--- config.mk ---
export PLATFORM = sky130hd
export DESIGN_NAME = pgvu_isqrt
export DESIGN_NICKNAME = d
export VERILOG_FILES = /design/src/rtl/pairwise_gravity_velocity_update_defines.svh /design/src/rtl/pgvu_pkg.sv /design/src/rtl/pgvu_isqrt.sv
export SDC_FILE = /design/constraint.sdc
export NUM_CORES = 2
export LEC_CHECK = 0
export BUFFER_PORTS_ARGS = -buffer_cell sky130_fd_sc_hd__buf_4
export CORE_MARGIN = 1.5
export CORE_UTILIZATION = 51
export DETAILED_ROUTE_END_ITERATION = 10
export GPL_ROUTABILITY_DRIVEN = 0
export GPL_TIMING_DRIVEN = 0
export PLACE_DENSITY = 0.71
export SYNTH_ARGS = -nofsm -noshare
export SYNTH_HDL_FRONTEND = slang
export SYNTH_MEMORY_MAX_BITS = 65536
export SYNTH_SLANG_ARGS = --single-unit
--- constraint.sdc ---
create_clock -name aclk -period 4.1 [get_ports aclk]
set_input_delay 0.82 -clock aclk [delete_from_list [all_inputs] [get_ports aclk]]
set_output_delay 0.82 -clock aclk [all_outputs]
set_load 0.01 [all_outputs]
--- src/rtl/pairwise_gravity_velocity_update_defines.svh ---
// Assertion macros for the pairwise gravity velocity update block.
// Included by the modules that carry concurrent checks; no other dependencies.
`ifndef PAIRWISE_GRAVITY_VELOCITY_UPDATE_DEFINES_SVH
`define PAIRWISE_GRAVITY_VELOCITY_UPDATE_DEFINES_SVH
`ifndef SYNTHESIS
// Clocked check, disabled while the active-low reset is asserted
`define PGVU_ASSERT(label, clk, rstn, prop) \
    label: assert property (@(posedge clk) disable iff (!rstn) prop) \
        else $error("pgvu assertion failed");
// Clocked check without a reset qualifier
`define PGVU_ASSERT_NORST(label, clk, prop) \
    label: assert property (@(posedge clk) prop) \
        else $error("pgvu assertion failed");
`else
`define PGVU_ASSERT(label, clk, rstn, prop)
`define PGVU_ASSERT_NORST(label, clk, prop)
`endif
`endif

--- src/rtl/pgvu_pkg.sv ---
// Shared widths, register codes and sideband types for the gravity kick pipeline.
// No dependencies.
package pgvu_pkg;

    localparam int DATA_W      = 32;
    localparam int DIFF_W      = 33;
    localparam int SQ_W        = 66;
    localparam int ROOT_W      = 34;
    localparam int REM_W       = 38;
    localparam int K_W         = 96;
    localparam int PP_W        = 65;
    localparam int NUM_W       = 129;
    localparam int D_W         = 33;
    localparam int D2_W        = 66;
    localparam int DEN_W       = 99;
    localparam int QBITS       = 40;
    localparam int Q_W         = QBITS + 1;
    localparam int SUM_W       = 43;
    localparam int IN_TDATA_W  = 320;
    localparam int OUT_TDATA_W = 128;
    localparam int OUT_TUSER_W = 2;
    localparam int ADDR_W      = 3;
    localparam int SQRT_LAT    = ROOT_W;
    localparam int DIV_LAT     = QBITS + 1;

    // Register indexes (paddr[2])
    localparam logic REG_GRAVITY   = 1'b0;
    localparam logic REG_TIME_STEP = 1'b1;

    localparam logic [DATA_W-1:0] CFG_RESET = 32'h0001_0000;

    // Sideband needed at the numerator multipliers
    typedef struct packed {
        logic [K_W-1:0]    k1;
        logic [K_W-1:0]    k2;
        logic [DIFF_W-1:0] adx;
        logic [DIFF_W-1:0] ady;
    } early_t;

    // Sideband needed at the final velocity adders
    typedef struct packed {
        logic [DATA_W-1:0] vel1x;
        logic [DATA_W-1:0] vel1y;
        logic [DATA_W-1:0] vel2x;
        logic [DATA_W-1:0] vel2y;
        logic              neg_x;
        logic              neg_y;
        logic              coinc;
    } late_t;

endpackage

--- src/rtl/pgvu_isqrt.sv ---
// Pipelined integer square root, one result bit per stage.
// Depends on pgvu_pkg.
module pgvu_isqrt
    import pgvu_pkg::*;
(
    input  logic              aclk,
    input  logic              en,
    input  logic [SQ_W-1:0]   rad,
    output logic [ROOT_W-1:0] root
);

    localparam int RAD_W = 2 * ROOT_W;

    logic [REM_W-1:0]  rem_reg  [ROOT_W];
    logic [ROOT_W-1:0] root_reg [ROOT_W];
    logic [RAD_W-1:0]  rad_reg  [ROOT_W];

    genvar k;
    generate
        for (k = 0; k < ROOT_W; k++) begin : g_step
            logic [REM_W-1:0]  rem_prev;
            logic [ROOT_W-1:0] root_prev;
            logic [RAD_W-1:0]  rad_prev;
            logic [REM_W-1:0]  rem_sh;
            logic [REM_W-1:0]  trial;
            logic [REM_W-1:0]  rem_next;
            logic [ROOT_W-1:0] root_next;

            if (k == 0) begin : g_first
                assign rem_prev  = '0;
                assign root_prev = '0;
                assign rad_prev  = RAD_W'(rad);
            end else begin : g_rest
                assign rem_prev  = rem_reg[k-1];
                assign root_prev = root_reg[k-1];
                assign rad_prev  = rad_reg[k-1];
            end

            // Bring down the next bit pair and try the next root bit
            always_comb begin
                rem_sh = {rem_prev[REM_W-3:0], rad_prev[RAD_W-1 -: 2]};
                trial  = REM_W'({root_prev, 2'b01});
                if (rem_sh >= trial) begin
                    rem_next  = rem_sh - trial;
                    root_next = {root_prev[ROOT_W-2:0], 1'b1};
                end else begin
                    rem_next  = rem_sh;
                    root_next = {root_prev[ROOT_W-2:0], 1'b0};
                end
            end

            always_ff @(posedge aclk) begin
                if (en) begin
                    rem_reg[k]  <= rem_next;
                    root_reg[k] <= root_next;
                    rad_reg[k]  <= rad_prev << 2;
                end
            end
        end
    endgenerate

    assign root = root_reg[ROOT_W-1];

endmodule

### Word level (Yosys, flattened, before mapping)

Memories as Yosys holds them, arrays and structs flattened.
Index checks and enable logic that the tools add are counted.

| word-level totals | value |
|---|---|
| flip-flop bits (word level) | 0 |
| memory bits (writable) | 4692 |
| input port bits | 68 |
| output and inout bits | 34 |
| memories | 3 |

| operators by class | value |
|---|---|
| $add $sub $neg | 33 |
| order comparisons | 33 |
| multiplexer cells | 68 |

Memory list:

| memory | depth | bits a word | rd ports | clocked after memory_dff | write ports | RTL line | text |
|---|---|---|---|---|---|---|---|
| rad_reg | 34 | 66 | 33 | 0 | 34 | pgvu_isqrt.sv:16 | `logic [RAD_W-1:0] rad_reg [ROOT_W];` |
| rem_reg | 34 | 38 | 33 | 0 | 34 | pgvu_isqrt.sv:14 | `logic [REM_W-1:0] rem_reg [ROOT_W];` |
| root_reg | 34 | 34 | 34 | 0 | 34 | pgvu_isqrt.sv:15 | `logic [ROOT_W-1:0] root_reg [ROOT_W];` |

Operators by type and width:

| operator | number |
|---|---|
| greater-or-equal comparator 38 x 36 -> 1 bit | 33 |
| 2-to-1 mux 38 bit | 33 |
| subtractor 38 x 36 -> 38 bit | 33 |
| 2-to-1 mux 1 bit | 35 |

### Depth between registers and ports, before layout

An unclocked memory read counts as a cell.

| logic depth | value |
|---|---|
| depth in word-level cells | 3 |
| mapped depth | 15 |
| depth with buffers taken out | 15 |

### Worst setup path before layout

Ideal clock, no wire load.

| timing | value |
|---|---|
| kind | register to register |
| from | memory rem_reg[23][9] |
| to | memory rem_reg[24][35] (data pin) |
| arrival | 3.123 ns |
| slack | 0.719 ns |
| cell stages (with the launch flop) | 14 |
| buffers on the path | 1 |
| cells stage by stage | edfxtp_1 > ha_1 > a211oi_1 > nor2_1 > o41ai_1 > o21ai_0 > o311ai_0 > a21oi_1 > a21oi_1 > buf_2 > clkinv_1 > and3_1 > and3_1 > xor2_1 |

RTL lines:

| item | RTL line |
|---|---|
| start, declared | pgvu_isqrt.sv:14 |

==> flow_metrics.env <==
export IMPL_netlist_instances=9962
export IMPL_grt_use_total_pct=19.93
export IMPL_critPathKind="register to register"
export IMPL_start_util_pct=51.23
export IMPL_async_flop_share_pct=0
export IMPL_maxSlewViolCount=0
export IMPL_wire_per_inst_um=18.64
export IMPL_io_pins=102
export IMPL_io_buffers=100
export IMPL_worstPathRequired_ns=4.75
export IMPL_ys_warn_count=0
export IMPL_path_max_fanout=10
export IMPL_totalNegativeSetupSlack_ns=0
export IMPL_std_cell_rows=184
export IMPL_vias_per_cell=5.717
export IMPL_drc_errors=1
export IMPL_cp_start_kind="register"
export IMPL_antenna_found_initial=1
export IMPL_area_growth_pct=12.56
export IMPL_dieWidth_um=505.3
export IMPL_clk_latency_ns=0.96
export IMPL_ir_worst_vdd_uv=586.7
export IMPL_layout_min_cycle_time_ns=3.989
export IMPL_coreArea_um2=251200
export IMPL_via_count=80091
export IMPL_syn_avg_cell_area_um2=12.92
export IMPL_htreeDepth=5
export IMPL_grt_pass1_vias=78678
export IMPL_cts_sinks=2782
export IMPL_grt_first_pass_wirelength_um=412300
export IMPL_grt_start_max_net_pins=210
export IMPL_min_path_type="primary input to register"
export IMPL_leakagePower_nw=54.76
export IMPL_nNetsFinal=11095
export IMPL_setup_viol=0
export IMPL_hold_viol_final=0
export IMPL_period_share_pct=97.30
export IMPL_power_density_nw_per_um2=560.3
export IMPL_fmax_mhz=250.7
export IMPL_pre_cts_slack_ns=-0.5830
export IMPL_netlist_area_um2=128700
export IMPL_skew_ns=0.06823
export IMPL_status="finished with violations"
export IMPL_hold_worst_slack_ns=0.06841
export IMPL_cts_buffers=310
export IMPL_drive_gt1_share_pct=7.270
export IMPL_grt_ovfl_total=0
export IMPL_drtIter0Drc=7692
export IMPL_clk_pin_slew_ns=0.06
export IMPL_largest_reg_flops=1122
export IMPL_drt_total_wl_um=261100
export IMPL_ys_seq_elements=2782
export IMPL_synthDistinctLibCells=91
export IMPL_ant_nets=0
export IMPL_synth_edf_count=2782
export IMPL_post_dp_hpwl_um=182700
export IMPL_ys_flop_type="edfxtp_1"
export IMPL_clk_path_buf_depth=4
export IMPL_max_cap_violations=0
export IMPL_endpoint_kind="register"
export IMPL_cts_tree="yes"
export IMPL_dieArea_um2=255300
export IMPL_power_mw=81.14
export IMPL_slew_headroom_pct=25.13
export IMPL_worst_pin_slew_ns=1.123
export IMPL_cts_root_buf="clkbuf_16"
export IMPL_violations="design-rule violations"
export IMPL_ys_seq_area_share_pct=64.93
export IMPL_die_h_um=505.3
export IMPL_drt_first_pass_iters=9
export IMPL_worst_slack_ns=0.1106
export IMPL_cp_arrival_ns=4.64
[path summary, 6_finish.rpt]
| check | end | start | cells past startpoint | slack [ns] |
|---|---|---|---|---|
| max reg2reg | rem_reg[25][8]$_DFFE_PP_ | root_reg[24][5]$_DFFE_PP_ | 13 | 0.11 |
| min reg2reg | rad_reg[32][64]$_DFFE_PP_ | rad_reg[31][62]$_DFFE_PP_ | 0 | 0.37 |
| max | rem_reg[25][8]$_DFFE_PP_ | root_reg[24][5]$_DFFE_PP_ | 13 | 0.11 |
| min | rad_reg[0][29]$_DFFE_PP_ | rad[29] | 1 | 0.07 |
[area by class of cell]
type                       instances  area (um2)
clock inverter                   173        1891
buffer                           198       807.0
timing repair buffer             160        1619
sequential                      2782       83540
clock buffer                     369        8085
fill                           19532      106400
multi-input combinational       6234       41890
inverter                         744        2798
tap                             3348        4189
antenna                            2       5.005
[stage by stage]
stage	utilization, %	std cells	cell area (um2)
3_3_place_gp	53.19	13411	133600
4_1_cts	57.54	14008	144500
5_1_grt	57.66	14009	144800
3_5_place_dp	53.37	13426	134000
6_report	57.66	14010	144800
2_1_floorplan	-	9963	128700
[critical path, stage by stage (launching register included)]
cell and delay [ns]:
edfxtp_1 0.50, inv_1 0.08, ha_1 0.35, a21oi_1 0.17, o21ai_0 0.15, a311oi_2 0.39
nand3_1 0.22, a2111oi_2 0.41, o41a_1 0.29, or2_2 0.15, o21a_1 0.23, clkbuf_1 0.44
nand2_1 0.11, o21ai_0 0.25
[layer usage]
layer,wire (um),track usage [%],vias to the layer above
met1,107800,25.59,38535
met4,13070,9.743,0
met5,0,0,-
li1,-,-,37795
met3,14630,2.850,854
met2,125600,33.22,2907
[where the power goes]
group	switching, mW	internal [mW]	leakage [nW]	total [mW]
registers	2.32	35.8	26.8	38.1
clock network	10.9	16.4	4.86	27.3
logic	9.40	6.37	23.1	15.8
[logic make-up (layout without fill, tap and decap cells)]
kind of cell,count (synthesis),in the layout,share of synthesized area [%]
DFF,2782,2782,64.93
and+or+nand+nor,2644,2644,10.07
AOI/OAI and AO/OA,1989,1989,9.481
buffers and inverters,947,1644,2.776
xor gates and xnor gates,938,938,6.385
adders and majority gates,597,597,5.806
muxes,64,64,0.5475
other,1,4,0.002915
[synthesized netlist by cell type, types with 9 or more instances]
cell	instances	share of area, %
edfxtp_1	2782	65
nand2_1	773	2.3
inv_1	740	2.2
ha_1	597	5.8
a21oi_1	594	2.3
o21ai_0	589	2.3
nor2_1	571	1.7
xor2_1	486	3.3
xnor2_1	452	3.1
nor3_1	265	1.0
a21o_1	234	1.4
clkbuf_1	188	0.55
nand3_1	173	0.67
nand2b_1	139	0.68
nor4_1	136	0.66
nand4_1	104	0.51
or3_1	93	0.45
o21a_1	92	0.54
nor2b_1	78	0.38
o31ai_1	69	0.40
and3_1	65	0.32
o21bai_1	63	0.37
mux2_2	51	0.45
a211oi_1	50	0.29
a31oi_1	48	0.23
or4_1	47	0.27
or2_2	45	0.22
o211ai_1	38	0.22
and2_1	36	0.18
nand3b_1	27	0.16
and4_1	20	0.14
a21boi_0	19	0.11
a211o_1	17	0.12
nor3b_1	17	0.099
a41oi_1	16	0.11
o41ai_1	16	0.11
a2111oi_0	14	0.095
o31a_1	14	0.095
mux2i_1	13	0.10
nand4b_1	13	0.088
nor4b_1	13	0.088
a221o_1	11	0.086
a221oi_1	10	0.068
o2111ai_1	10	0.068
o211a_1	9	0.070
[cells in the final DEF (no fill, tap or decap), types with 315 or more instances in the layout]
cell,n
xnor2_1,451
inv_1,740
a21oi_1,588
ha_1,596
clkbuf_16,315
nand2_1,773
xor2_1,486
edfxtp_1,2782
o21ai_0,585
nor2_1,569
[timing repair]
| action | CTS | global route |
|---|---|---|
| pin swaps | 1 | 4 |
| endpoints found under the setup margin | 197 | 413 |
| gates resized for setup | 35 | 90 |
| buffers inserted | 1 | 5 |
| hold buffers | 39 | 0 |
| endpoints found under the hold margin | 39 | 0 |
Power figures use the tool's default switching activity.
